===== src/hdl/bounded_weight_mixed_radix_enumerator_core_macros.svh =====
// Assertion macros shared by the enumerator RTL.
`ifndef BOUNDED_WEIGHT_MIXED_RADIX_ENUMERATOR_CORE_MACROS_SVH
`define BOUNDED_WEIGHT_MIXED_RADIX_ENUMERATOR_CORE_MACROS_SVH

// Same-cycle implication, disabled while reset is asserted.
`define BWMRE_ASSERT_IMP(lbl, clk, rstn, ante, cons) \
  lbl: assert property (@(posedge clk) disable iff (!rstn) (ante) |-> (cons)) \
    else $error("bwmre assertion failed");

// Next-cycle implication, disabled while reset is asserted.
`define BWMRE_ASSERT_NXT(lbl, clk, rstn, ante, cons) \
  lbl: assert property (@(posedge clk) disable iff (!rstn) (ante) |=> (cons)) \
    else $error("bwmre assertion failed");

`endif


===== src/hdl/bwmre_pkg.sv =====
// Types, codes and constants of the bounded-weight mixed-radix enumerator.
package bwmre_pkg;

  localparam int unsigned DIGITS_DEF     = 16;
  localparam int unsigned DIGIT_BITS_DEF = 4;

  localparam int unsigned CMD_W   = 2;
  localparam int unsigned INDEX_W = 4;
  localparam int unsigned LIMIT_W = 4;
  localparam int unsigned CAP_W   = 8;
  localparam int unsigned SUM_O_W = 8;
  localparam int unsigned MASK_W  = 16;

  localparam logic [CAP_W-1:0] CAP_RESET = 8'd1;

  typedef enum logic [CMD_W-1:0] {
    CMD_LOAD    = 2'd0,
    CMD_CLEAR   = 2'd1,
    CMD_ADVANCE = 2'd2
  } bwmre_cmd_e;

  typedef enum logic [2:0] {
    DP_NONE,
    DP_LOAD,
    DP_CLEAR,
    DP_START,
    DP_FIND,
    DP_STEP,
    DP_EMIT
  } dp_op_e;

  typedef enum logic [1:0] {
    ST_IDLE,
    ST_FIND,
    ST_CARRY,
    ST_DONE
  } ctrl_state_e;

  typedef struct packed {
    dp_op_e op;
    logic   ok;
  } dp_cmd_t;

  typedef struct packed {
    logic cap_hit;
    logic any_nz;
    logic low_last;
    logic below;
    logic pos_last;
    logic out_free;
  } dp_stat_t;

endpackage


===== src/hdl/bwmre_in_if.sv =====
// Input word channel: command and limit load fields.
interface bwmre_in_if
  import bwmre_pkg::*;
();
  logic               valid;
  logic               ready;
  logic [CMD_W-1:0]   command;
  logic [INDEX_W-1:0] digit_index;
  logic [LIMIT_W-1:0] limit_value;

  modport source (output valid, output command, output digit_index, output limit_value,
                  input ready);
  modport sink   (input valid, input command, input digit_index, input limit_value,
                  output ready);
endinterface


===== src/hdl/bwmre_out_if.sv =====
// Output word channel: advance flag, sums and nonzero mask.
interface bwmre_out_if
  import bwmre_pkg::*;
();
  logic               valid;
  logic               ready;
  logic               advanced_ok;
  logic [SUM_O_W-1:0] digit_sum;
  logic [SUM_O_W-1:0] log_multiplicity;
  logic [MASK_W-1:0]  nonzero_mask;

  modport source (output valid, output advanced_ok, output digit_sum,
                  output log_multiplicity, output nonzero_mask, input ready);
  modport sink   (input valid, input advanced_ok, input digit_sum,
                  input log_multiplicity, input nonzero_mask, output ready);
endinterface


===== src/hdl/bounded_weight_mixed_radix_enumerator_core.sv =====
// Load, clear and an unused command code: on accept the done state emits the result word.
// Advance: at the cap a find step first drops the lowest nonzero digit, then the carry
// ripples one digit a cycle through the datapath until a digit below its limit takes it.
// One word at a time; the next word is taken once the previous one is done.
// Reset (async, active low) zeroes digits, limits and sums; the cap resets to 1.
module bounded_weight_mixed_radix_enumerator_core
  import bwmre_pkg::*;
#(
  parameter int unsigned DIGITS     = DIGITS_DEF,
  parameter int unsigned DIGIT_BITS = DIGIT_BITS_DEF
) (
  input  logic             clk_i,
  input  logic             rst_ni,
  input  logic             cfg_we_i,
  input  logic [CAP_W-1:0] cfg_wdata_i,
  bwmre_in_if.sink         in_i,
  bwmre_out_if.source      out_o
);

  dp_cmd_t  dp_cmd;
  dp_stat_t dp_stat;

  bwmre_ctrl u_ctrl (
    .clk_i        (clk_i),
    .rst_ni       (rst_ni),
    .in_valid_i   (in_i.valid),
    .in_command_i (in_i.command),
    .in_ready_o   (in_i.ready),
    .stat_i       (dp_stat),
    .cmd_o        (dp_cmd)
  );

  bwmre_dp #(
    .DIGITS     (DIGITS),
    .DIGIT_BITS (DIGIT_BITS)
  ) u_dp (
    .clk_i              (clk_i),
    .rst_ni             (rst_ni),
    .cfg_we_i           (cfg_we_i),
    .cfg_wdata_i        (cfg_wdata_i),
    .digit_index_i      (in_i.digit_index),
    .limit_value_i      (in_i.limit_value),
    .cmd_i              (dp_cmd),
    .stat_o             (dp_stat),
    .out_valid_o        (out_o.valid),
    .out_ready_i        (out_o.ready),
    .advanced_ok_o      (out_o.advanced_ok),
    .digit_sum_o        (out_o.digit_sum),
    .log_multiplicity_o (out_o.log_multiplicity),
    .nonzero_mask_o     (out_o.nonzero_mask)
  );

endmodule


===== src/hdl/bwmre_ctrl.sv =====
// Controller state machine of the enumerator.
`include "bounded_weight_mixed_radix_enumerator_core_macros.svh"

module bwmre_ctrl
  import bwmre_pkg::*;
(
  input  logic             clk_i,
  input  logic             rst_ni,
  input  logic             in_valid_i,
  input  logic [CMD_W-1:0] in_command_i,
  output logic             in_ready_o,
  input  dp_stat_t         stat_i,
  output dp_cmd_t          cmd_o
);

  ctrl_state_e state_q, state_d;
  logic        ok_q, ok_d;

  always_ff @(posedge clk_i or negedge rst_ni) begin
    if (!rst_ni) begin
      state_q <= ST_IDLE;
      ok_q    <= 1'b1;
    end else begin
      state_q <= state_d;
      ok_q    <= ok_d;
    end
  end

  // Next state and wrap flag.
  always_comb begin
    state_d = state_q;
    ok_d    = ok_q;
    case (state_q)
      ST_IDLE: begin
        if (in_valid_i) begin
          ok_d = 1'b1;
          case (bwmre_cmd_e'(in_command_i))
            CMD_ADVANCE: state_d = stat_i.cap_hit ? ST_FIND : ST_CARRY;
            default:     state_d = ST_DONE;
          endcase
        end
      end
      ST_FIND: begin
        // Cap reached: drop the lowest nonzero digit, carry into the next one; wrap if none or it is the top digit.
        if (!stat_i.any_nz || stat_i.low_last) begin
          ok_d    = 1'b0;
          state_d = ST_DONE;
        end else begin
          state_d = ST_CARRY;
        end
      end
      ST_CARRY: begin
        if (stat_i.below) begin
          state_d = ST_DONE;
        end else if (stat_i.pos_last) begin
          ok_d    = 1'b0;
          state_d = ST_DONE;
        end
      end
      ST_DONE: begin
        if (stat_i.out_free) begin
          state_d = ST_IDLE;
        end
      end
      default: state_d = ST_IDLE;
    endcase
  end

  // Datapath commands and input handshake.
  always_comb begin
    in_ready_o = 1'b0;
    cmd_o.op   = DP_NONE;
    cmd_o.ok   = ok_q;
    case (state_q)
      ST_IDLE: begin
        in_ready_o = 1'b1;
        if (in_valid_i) begin
          case (bwmre_cmd_e'(in_command_i))
            CMD_LOAD:    cmd_o.op = DP_LOAD;
            CMD_CLEAR:   cmd_o.op = DP_CLEAR;
            CMD_ADVANCE: cmd_o.op = DP_START;
            default:     cmd_o.op = DP_NONE;
          endcase
        end
      end
      ST_FIND: begin
        if (stat_i.any_nz) begin
          cmd_o.op = DP_FIND;
        end
      end
      ST_CARRY: cmd_o.op = DP_STEP;
      ST_DONE: begin
        if (stat_i.out_free) begin
          cmd_o.op = DP_EMIT;
        end
      end
      default: cmd_o.op = DP_NONE;
    endcase
  end

  `BWMRE_ASSERT_IMP(a_ready_only_idle, clk_i, rst_ni, state_q != ST_IDLE, !in_ready_o)
  `BWMRE_ASSERT_NXT(a_find_one_cycle, clk_i, rst_ni, state_q == ST_FIND, state_q != ST_FIND)
  `BWMRE_ASSERT_NXT(a_done_to_idle, clk_i, rst_ni,
                    state_q == ST_DONE && stat_i.out_free, state_q == ST_IDLE)

endmodule


===== src/hdl/bwmre_dp.sv =====
// Datapath of the enumerator: digits, limits, sums, cap and result register.
`include "bounded_weight_mixed_radix_enumerator_core_macros.svh"

module bwmre_dp
  import bwmre_pkg::*;
#(
  parameter int unsigned DIGITS     = DIGITS_DEF,
  parameter int unsigned DIGIT_BITS = DIGIT_BITS_DEF
) (
  input  logic               clk_i,
  input  logic               rst_ni,
  input  logic               cfg_we_i,
  input  logic [CAP_W-1:0]   cfg_wdata_i,
  input  logic [INDEX_W-1:0] digit_index_i,
  input  logic [LIMIT_W-1:0] limit_value_i,
  input  dp_cmd_t            cmd_i,
  output dp_stat_t           stat_o,
  output logic               out_valid_o,
  input  logic               out_ready_i,
  output logic               advanced_ok_o,
  output logic [SUM_O_W-1:0] digit_sum_o,
  output logic [SUM_O_W-1:0] log_multiplicity_o,
  output logic [MASK_W-1:0]  nonzero_mask_o
);

  localparam int unsigned PW     = (DIGITS > 1) ? $clog2(DIGITS) : 1;
  localparam int unsigned SUM_W  = $clog2(DIGITS * ((1 << DIGIT_BITS) - 1) + 1);
  localparam int unsigned CMP_W  = (SUM_W > CAP_W) ? SUM_W : CAP_W;
  localparam logic [PW-1:0]    LastPos = PW'(DIGITS - 1);
  localparam logic [SUM_W-1:0] SumOne  = SUM_W'(1);
  localparam logic [CMP_W-1:0] SatMax  = CMP_W'((1 << SUM_O_W) - 1);

  logic [DIGIT_BITS-1:0] digits_q [DIGITS];
  logic [DIGIT_BITS-1:0] digits_d [DIGITS];
  logic [DIGIT_BITS-1:0] limits_q [DIGITS];
  logic [DIGIT_BITS-1:0] limits_d [DIGITS];
  logic [SUM_W-1:0]      sum_q, sum_d;
  logic [SUM_W-1:0]      lm_q, lm_d;
  logic [PW-1:0]         pos_q, pos_d;
  logic [CAP_W-1:0]      cap_q;
  logic                  out_valid_q, out_valid_d;

  logic [DIGITS-1:0]     nz;
  logic [PW-1:0]         low_idx;
  logic [DIGIT_BITS-1:0] low_v;
  logic [DIGIT_BITS-1:0] cur_v;
  logic [DIGIT_BITS-1:0] cur_l;
  logic                  load_hit;
  logic [MASK_W-1:0]     mask;

  always_comb begin
    for (int i = 0; i < DIGITS; i++) begin
      nz[i] = (digits_q[i] != '0);
    end
  end

  // Lowest nonzero position: scan down so the lowest set flag wins.
  always_comb begin
    low_idx = '0;
    for (int i = DIGITS - 1; i >= 0; i--) begin
      if (nz[i]) begin
        low_idx = PW'(i);
      end
    end
  end

  assign low_v    = digits_q[low_idx];
  assign cur_v    = digits_q[pos_q];
  assign cur_l    = limits_q[pos_q];
  assign load_hit = (32'(digit_index_i) < DIGITS);

  for (genvar g = 0; g < MASK_W; g++) begin : g_mask
    if (g < DIGITS) begin : g_on
      assign mask[g] = nz[g];
    end else begin : g_off
      assign mask[g] = 1'b0;
    end
  end

  always_comb begin
    stat_o.cap_hit  = (CMP_W'(sum_q) >= CMP_W'(cap_q));
    stat_o.any_nz   = (nz != '0);
    stat_o.low_last = (low_idx == LastPos);
    stat_o.below    = (cur_v < cur_l);
    stat_o.pos_last = (pos_q == LastPos);
    stat_o.out_free = !out_valid_q || out_ready_i;
  end

  always_comb begin
    digits_d    = digits_q;
    limits_d    = limits_q;
    sum_d       = sum_q;
    lm_d        = lm_q;
    pos_d       = pos_q;
    out_valid_d = out_valid_q && !out_ready_i;
    case (cmd_i.op)
      DP_LOAD: begin
        if (load_hit) begin
          limits_d[PW'(digit_index_i)] = DIGIT_BITS'(limit_value_i);
        end
      end
      DP_CLEAR: begin
        for (int i = 0; i < DIGITS; i++) begin
          digits_d[i] = '0;
        end
        sum_d = '0;
        lm_d  = '0;
      end
      DP_START: pos_d = '0;
      DP_FIND: begin
        digits_d[low_idx] = '0;
        sum_d = sum_q - SUM_W'(low_v);
        if (low_v > DIGIT_BITS'(1)) begin
          lm_d = lm_q - (SUM_W'(low_v) - SumOne);
        end
        pos_d = low_idx + PW'(1);
      end
      DP_STEP: begin
        if (cur_v < cur_l) begin
          // Digit below its limit: increment and stop the carry.
          digits_d[pos_q] = cur_v + DIGIT_BITS'(1);
          sum_d = sum_q + SumOne;
          if (cur_v != '0) begin
            lm_d = lm_q + SumOne;
          end
        end else begin
          // At or above its limit: clear and pass the carry up.
          digits_d[pos_q] = '0;
          sum_d = sum_q - SUM_W'(cur_v);
          if (cur_v > DIGIT_BITS'(1)) begin
            lm_d = lm_q - (SUM_W'(cur_v) - SumOne);
          end
          pos_d = pos_q + PW'(1);
        end
      end
      DP_EMIT: out_valid_d = 1'b1;
      default: ;
    endcase
  end

  always_ff @(posedge clk_i or negedge rst_ni) begin
    if (!rst_ni) begin
      for (int i = 0; i < DIGITS; i++) begin
        digits_q[i] <= '0;
        limits_q[i] <= '0;
      end
      sum_q       <= '0;
      lm_q        <= '0;
      pos_q       <= '0;
      cap_q       <= CAP_RESET;
      out_valid_q <= 1'b0;
    end else begin
      digits_q    <= digits_d;
      limits_q    <= limits_d;
      sum_q       <= sum_d;
      lm_q        <= lm_d;
      pos_q       <= pos_d;
      out_valid_q <= out_valid_d;
      if (cfg_we_i) begin
        cap_q <= cfg_wdata_i;
      end
    end
  end

  // Result word: saturate both sums to the output width.
  always_ff @(posedge clk_i) begin
    if (cmd_i.op == DP_EMIT) begin
      advanced_ok_o      <= cmd_i.ok;
      digit_sum_o        <= (CMP_W'(sum_q) > SatMax) ? '1 : SUM_O_W'(sum_q);
      log_multiplicity_o <= (CMP_W'(lm_q) > SatMax) ? '1 : SUM_O_W'(lm_q);
      nonzero_mask_o     <= mask;
    end
  end

  assign out_valid_o = out_valid_q;

  `BWMRE_ASSERT_IMP(a_sum_zero_iff_no_digits, clk_i, rst_ni, 1'b1,
                    (sum_q == '0) == (nz == '0))
  `BWMRE_ASSERT_IMP(a_lm_within_sum, clk_i, rst_ni, 1'b1, lm_q <= sum_q)
  `BWMRE_ASSERT_NXT(a_clear_zeroes_sums, clk_i, rst_ni, cmd_i.op == DP_CLEAR,
                    sum_q == '0 && lm_q == '0)

endmodule


===== src/flat_wrapper.sv =====
// flat-port wrapper written by rule: the top's interface ports become plain ports
module bounded_weight_mixed_radix_enumerator_core_flat import bwmre_pkg::*;
#(
  parameter int unsigned DIGITS     = DIGITS_DEF,
  parameter int unsigned DIGIT_BITS = DIGIT_BITS_DEF
)
  (clk_i, rst_ni, cfg_we_i, cfg_wdata_i, in_i_valid, in_i_command, in_i_digit_index, in_i_limit_value, in_i_ready, out_o_valid, out_o_advanced_ok, out_o_digit_sum, out_o_log_multiplicity, out_o_nonzero_mask, out_o_ready);
  bwmre_in_if in_i_i ();
  bwmre_out_if out_o_i ();
  input  logic clk_i;
  input  logic rst_ni;
  input  logic cfg_we_i;
  input  logic [CAP_W-1:0] cfg_wdata_i;
  input wire logic [$bits(in_i_i.valid)-1:0] in_i_valid;
  input wire logic [$bits(in_i_i.command)-1:0] in_i_command;
  input wire logic [$bits(in_i_i.digit_index)-1:0] in_i_digit_index;
  input wire logic [$bits(in_i_i.limit_value)-1:0] in_i_limit_value;
  output wire logic [$bits(in_i_i.ready)-1:0] in_i_ready;
  output wire logic [$bits(out_o_i.valid)-1:0] out_o_valid;
  output wire logic [$bits(out_o_i.advanced_ok)-1:0] out_o_advanced_ok;
  output wire logic [$bits(out_o_i.digit_sum)-1:0] out_o_digit_sum;
  output wire logic [$bits(out_o_i.log_multiplicity)-1:0] out_o_log_multiplicity;
  output wire logic [$bits(out_o_i.nonzero_mask)-1:0] out_o_nonzero_mask;
  input wire logic [$bits(out_o_i.ready)-1:0] out_o_ready;
  assign in_i_i.valid = in_i_valid;
  assign in_i_i.command = in_i_command;
  assign in_i_i.digit_index = in_i_digit_index;
  assign in_i_i.limit_value = in_i_limit_value;
  assign in_i_ready = in_i_i.ready;
  assign out_o_valid = out_o_i.valid;
  assign out_o_advanced_ok = out_o_i.advanced_ok;
  assign out_o_digit_sum = out_o_i.digit_sum;
  assign out_o_log_multiplicity = out_o_i.log_multiplicity;
  assign out_o_nonzero_mask = out_o_i.nonzero_mask;
  assign out_o_i.ready = out_o_ready;
  bounded_weight_mixed_radix_enumerator_core #(.DIGITS(DIGITS), .DIGIT_BITS(DIGIT_BITS)) u_core (.clk_i(clk_i), .rst_ni(rst_ni), .cfg_we_i(cfg_we_i), .cfg_wdata_i(cfg_wdata_i), .in_i(in_i_i), .out_o(out_o_i));
endmodule

===== config.mk =====
export PLATFORM = sky130hd
export DESIGN_NAME = bounded_weight_mixed_radix_enumerator_core_flat
export DESIGN_NICKNAME = d
export VERILOG_FILES = /design/src/hdl/bwmre_pkg.sv /design/src/hdl/bwmre_in_if.sv /design/src/hdl/bwmre_out_if.sv /design/src/hdl/bounded_weight_mixed_radix_enumerator_core.sv /design/src/hdl/bwmre_ctrl.sv /design/src/hdl/bwmre_dp.sv /design/src/flat_wrapper.sv
export VERILOG_INCLUDE_DIRS = /design/src /design/src/hdl
export SDC_FILE = /design/constraint.sdc
export NUM_CORES = 1
export LEC_CHECK = 0
export ABC_CLOCK_PERIOD_IN_PS = 11100
export BUFFER_PORTS_ARGS = -buffer_cell sky130_fd_sc_hd__buf_2
export CORE_ASPECT_RATIO = 2
export CORE_MARGIN = 3
export CORE_UTILIZATION = 43
export CTS_CLUSTER_SIZE = 14
export DETAILED_ROUTE_END_ITERATION = 8
export GPL_TIMING_DRIVEN = 0
export PLACE_DENSITY = 0.6
export SYNTH_ARGS = -nofsm -noshare
export SYNTH_HDL_FRONTEND = slang
export SYNTH_SLANG_ARGS = --single-unit
export TNS_END_PERCENT = 30

===== constraint.sdc =====
create_clock -name clk_i -period 11.1 [get_ports clk_i]
set_input_delay 0 -clock clk_i [delete_from_list [all_inputs] [get_ports clk_i]]
set_output_delay 0 -clock clk_i [all_outputs]
set_load 0.03 [all_outputs]

# Word level (Yosys, flattened, before mapping)

Cells that the tools add are included.

Muxes and demuxes: 64
$mul: 0
Reductions and logical operators: 36
Equality and inequality tests: 23
Bitwise logic cells: 7
Shift operators: 0
Div/mod/pow operators: 0
$lt $le $gt $ge: 12
$add $sub $neg: 11

Operators by type and width:

| kind                  | number |
|---|---|
| $pmux W64 S3          | 1 |
| $and A64 B64 Y64      | 2 |
| $bwmux W64            | 2 |
| $not A64 Y64          | 2 |
| $mux W4               | 26 |
| $reduce_bool A4 Y1    | 17 |
| $mux W64              | 1 |
| $bmux W4 S4           | 3 |
| $demux W4 S4          | 3 |
| $pmux W8 S3           | 2 |
| $mux W8               | 5 |
| $add A8 B1 Y8 const B | 2 |
| $gt A8 B8 Y1 const B  | 2 |
| $reduce_bool A16 Y1   | 1 |
| $sub A8 B4 Y8         | 2 |
| $sub A8 B8 Y8         | 2 |
| $ge A5 B5 Y1 const B  | 3 |
| $lt A5 B1 Y1 const B  | 3 |
| $not A4 Y5            | 3 |
| $mux W2               | 7 |
| $add A4 B1 Y4 const B | 3 |
| $pmux W3 S4           | 1 |
| $pmux W4 S3           | 1 |
| $ne A2 B2 Y1 const B  | 5 |
| other kinds (28)      | 54 |

Memories: 0
Word-level logic and storage cells: 196
Bits in registers: 193
RAM bits: 0
Bits in latches: 0
Output and inout bits: 35
ROM bits: 0
Input port bits: 23

# Logic depth before layout (Yosys ltp)

Depth in word-level cells: 25
Depth in mapped cells: 26
Mapped depth without buffers: 25

# Modules after synthesis

A second synthesis with hierarchy kept.

Cell total of the unflattened synthesis: 943
Area total of the unflattened synthesis: 10,846.7 um^2

By module, submodules not included:

| module     | times used | area an instance (um^2) | sequential area each (um^2) | cells each |
|---|---|---|---|---|
| bwmre_dp   | 1          | 10,443.8                | 4,921.0                     | 899 |
| bwmre_ctrl | 1          | 402.9                   | 76.3                        | 44 |

# Worst setup path after synthesis

Ideal clock, no wire load.

Path kind: register to register
Start point: register u_core.u_dp.pos_q[0]
End point: register u_core.u_dp.lm_q[7]
Setup time: 0.080 ns
Arrival time: 5.808 ns
Clock period less this slack: 5.889 ns
Path slack: 5.211 ns
Cell stages (with the launch flop): 26
Required time: 11.020 ns
Buffers on the path: 5
Path through: dfrtp_1 > clkbuf_1 > buf_2 > buf_2 > buf_1 > mux4_2 > mux4_2 > inv_1 > ha_1 > or2_2 > a21oi_1 > a21oi_1 > clkbuf_1 > a31oi_1 > inv_1 > ha_1 > nor2b_1 > o21ai_0 > a21boi_0 > o21ai_0 > a21boi_0 > o21a_1 > nor2_1 > o21a_1 > or4_4 > o211ai_2

Word-level cells in the longest chain between the ends: 9
Elaborated cells on any way between the ends: 18
Classes of those cells: add/sub (2); order compare (2); eq/ne (2); mux (9); bitwise (1); reduce/logical (2)

RTL lines:

| what                                       | line                           | source |
|---|---|---|
| start: declaration                         | bwmre_dp.sv:39                 | `logic [PW-1:0] pos_q, pos_d;` |
| start signal: assignment                   | bwmre_dp.sv:157                | `pos_q <= pos_d;` |
| $not A4 Y5 (not written as such) (*)       | bwmre_dp.sv:68, bwmre_dp.sv:69 |  |
| $bmux W4 S4                                | bwmre_dp.sv:68                 | `assign cur_v = digits_q[pos_q];` |
| $mux W4 (not written as such) (2 in a row) | bwmre_dp.sv:68                 |  |
| $sub A4 B1 Y5                              | bwmre_dp.sv:131                | `lm_d = lm_q - (SUM_W'(cur_v) - SumOne);` |
| $sub A8 B8 Y8                              | bwmre_dp.sv:131                |  |
| $mux W8                                    | bwmre_dp.sv:130                | `if (cur_v > DIGIT_BITS'(1)) begin` |
| $mux W8                                    | bwmre_dp.sv:119                | `if (cur_v < cur_l) begin` |
| $pmux W8 S3                                | bwmre_dp.sv:96                 | `case (cmd_i.op)` |
| end signal: assignment                     | bwmre_dp.sv:156                | `lm_q <= lm_d;` |
| end: declaration                           | bwmre_dp.sv:38                 | `logic [SUM_W-1:0] lm_q, lm_d;` |

Mark *: on every way between the ends. The rest lies on a longest branch, timed or not. The select of a mux whose other input is x is not followed.
A chain may end at the register's enable or synchronous reset.

# Worst setup path in the final report

Start point: register u_core.u_dp.pos_q[1]
End point: register u_core.u_dp.lm_q[7]

Same word-level chain as after synthesis.

==> summary.md <==
| Metric | Value |
|---|---|
| Pwr Density | `221.2 mW/mm²` |
| TritonCTS Sinks | `193` |
| Final Cycle Share | `71.37%` |
| Synth Flop Type | `dfrtp_1` |
| ANT nets after route | `0` |
| Max Freq | `0.1262 GHz` |
| Hold-fix buffers, CTS | `19` |
| Max-slew violation count | `0` |
| Area grow syn2layout | `14.48%` |
| Skew-Pair Late Insertion Delay | `0.47 ns` |
| FP Rows | `81` |
| Syn_nets | `1,002` |
| Largest net degree at the start of global routing | `107` |
| Clock Path Buffers | `2` |
| Clk slew on worst S/H paths | `0.08 ns` |
| Clk pwr share | `23.5%` |
| Vias per cell | `6.161` |
| Post-Syn Area | `0.01083 mm²` |
| Total grt overflow | `0` |
| Most frequent cells in the layout | `dfrtp_1, nand2_1, mux2_2` |
| Cell-internal power | `1.597 mW` |
| Mapped Cells | `940` |
| 1st-pass router iterations | `5` |
| CTS resizes | `0` |
| Status | `completed` |
| Top-Level Pins | `58` |
| Final nets | `1,100` |
| CTS tree | `yes` |
| WP data required | `11.49 ns` |
| Global-route wire length before repair | `54,240 µm` |
| Area of the core | `0.02463 mm²` |
| Post-synth top area share | `36.49%` |
| Most common cell after layout, fill and taps aside | `dfrtp_1` |
| Sw Ratio | `41.80%` |
| Hpwl dp | `27,100 µm` |
| Routability cong. | `0.9950` |
| #FFs+latches synth | `193` |
| Slew headroom | `13.06%` |
| Setup Buffers After CTS | `0` |
| Net Sw Power | `1.147 mW` |
| Initial DRC Count | `667` |
| Worst Tran Pin Value | `1.293 ns` |
| Hold/Removal Path Class | `in2reg` |
| # DRC | `0` |
| N_diodes | `0` |
| Initial antenna violation count | `0` |
| Final Hold Fails | `0` |
| Die area | `0.02725 mm²` |
| Die Wd | `118.2 µm` |
| Initial core utilization | `43.99%` |
| CP arrival | `8.32 ns` |
| Final instance area | `0.01240 mm²` |
| H-tree levels | `4` |
| Post-synth EDFFs | `33` |
| Worst hold margin | `0.02359 ns` |
| Post-synthesis sequential area ratio | `46.13%` |
| Netlist cell types | `82` |
| Sequential Power Share | `32.9%` |
| Clock skew | `0.01353 ns` |
| Wire length per cell | `25.85 µm` |
| Combinational share of power | `43.6%` |
| DP Area | `0.01160 mm²` |
| PortBufs | `57` |
| Ys async rst share | `82.90%` |
| Average size of a mapped cell | `11.53 µm²` |
| Fraction of layout cells with a size suffix above 1 | `23.31%` |
| Unrepaired setup endpoints after global routing | `false` |
| Routed via count | `8,520` |
| Setup_tns | `0 ns` |
| Clk root buf | `clkbuf_16` |
| CP endpoint kind | `flop` |
| Crit-path max FO | `10` |
| Synth Warn # | `0` |
| Max-Cap Viols | `0` |
| Cell taking the most area after synthesis | `dfrtp_1` |
| Setup CP Type | `reg2reg` |
| Final WL | `35,760 µm` |
| Nature of the critical path startpoint | `flop` |
| Die height | `230.5 µm` |
| CTS Buf Count | `17` |
| VDD IR max | `0.1257 mV` |
| Minimum clock period | `7.923 ns` |
| Lkg Pwr | `5.490 nW` |
| Final setup violation count | `0` |
| Total Routing Usage GR | `26.89%` |
| Synth area leaders | `dfrtp_1, edfxtp_1, mux4_2` |
| Number of global-route vias before repair | `8,871` |
## cells by family after synthesis
logic type / synth area share, %
buffers and inverters: 3.696
AND/OR/NAND/NOR: 12.17
flip-flops: 46.13
adder cells (fa/ha/maj): 4.643
AO/OA/AOI/OAI: 16.65
XOR/XNOR: 0.8892
multiplexers: 15.82
## synthesized netlist by cell type, types with 8 or more instances
library cell,n
nor2_1,57
mux4_2,37
nand2_1,69
mux2i_1,10
nor3_1,19
buf_2,9
o21ai_0,36
inv_1,47
a21oi_1,38
nand2b_1,15
o31ai_1,21
ha_1,37
mux2_2,67
edfxtp_1,33
clkbuf_1,33
a22o_1,62
dfrtp_1,158
nor2b_1,8
nand3_1,20
## metal layers
| metal | vias up | global-route usage, % | wire, µm |
|---|---|---|---|
| met3 | 152 | 4.879 | 1734 |
| met5 | - | 0 | 0 |
| li1 | 3762 | - | - |
| met2 | 373 | 49.35 | 19170 |
| met4 | 0 | 20.62 | 2952 |
| met1 | 4233 | 26.28 | 11900 |
## sequential cells by signal, indices dropped and copies added, names as in the netlist
register	count
u_core.u_dp.digits_q	64
u_core.u_dp.limits_q	64
u_core.u_ctrl.state_q	2
u_core.u_dp.nonzero_mask_o	16
u_core.u_dp.out_valid_o	1
u_core.u_dp.cap_q	8
u_core.u_dp.advanced_ok_o	1
u_core.u_dp.lm_q	8
u_core.u_ctrl.ok_q	1
u_core.u_dp.digit_sum_o	8
u_core.u_dp.sum_q	8
u_core.u_dp.log_multiplicity_o	8
u_core.u_dp.pos_q	4
## cell type report
type,instances,area (µm²)
well taps,332,415.4
multi-input cells,651,5446
clock inverters,14,168.9
repair buffers,79,535.5
plain buffers,48,220.2
clock buffers,18,439.2
flip-flops and latches,193,4997
inverters,48,180.2
fillers,2231,12220
## critical path: stages (launching register included)
cell and delay, ns:
dfrtp_1 0.61, clkbuf_1 0.75, clkbuf_1 0.60, clkbuf_1 0.62, clkbuf_1 0.65, mux4_2 0.45
mux4_2 0.47, inv_1 0.07, ha_1 0.21, or2_2 0.27, a21oi_1 0.14, a21oi_1 0.10
clkbuf_1 0.28, a31oi_1 0.38, inv_1 0.08, ha_1 0.27, nor2b_1 0.12, o21ai_0 0.21
a21boi_0 0.16, o21ai_0 0.28, a21boi_0 0.18, o21a_1 0.19, nor2_1 0.11, nor3_1 0.07
or4_4 0.43, o211ai_2 0.14
## worst paths after layout
kind                                                   from                              endpoint  slack (ns)  depth (start not counted)
max                        u_core.u_dp.pos_q[1]$_DFFE_PN0P_       u_core.u_dp.lm_q[7]$_DFFE_PN0P_        3.18                         25
min                                             out_o_ready     u_core.u_dp.out_valid_o$_DFF_PN0_        0.02                          4
max reg2reg                u_core.u_dp.pos_q[1]$_DFFE_PN0P_       u_core.u_dp.lm_q[7]$_DFFE_PN0P_        3.18                         25
min reg2reg                  u_core.u_ctrl.ok_q$_DFFE_PN1P_        u_core.u_ctrl.ok_q$_DFFE_PN1P_        0.47                          2
max in group asynchronous                            rst_ni  u_core.u_dp.digits_q[62]$_DFFE_PN0N_       10.14                          3
min in group asynchronous                            rst_ni  u_core.u_dp.digits_q[35]$_DFFE_PN0N_        0.05                          2
## stage by stage
stage | worst slack, ns | instances | utilization (%) | power [mW]
after floorplan | 5.212 | 940 | - | 1.721
final | 3.177 | 1383 | 50.36 | 2.743
after CTS | 3.287 | 1383 | 50.36 | 2.750
after global placement | 3.391 | 1329 | 46.84 | 2.069
after detailed placement | 3.299 | 1332 | 47.12 | 2.094
after global routing | 2.835 | 1383 | 50.36 | 2.901
## power by group through the flow
stage          clock (mW)  combinational [mW]  sequential (mW)
2_1_floorplan           0               0.738            0.983
3_3_place_gp            0                1.15            0.919
3_5_place_dp            0                1.18            0.916
4_1_cts             0.658                1.19            0.902
5_1_grt             0.683                1.30            0.914
6_report            0.644                1.20            0.902
Power figures use the tool's default switching activity.
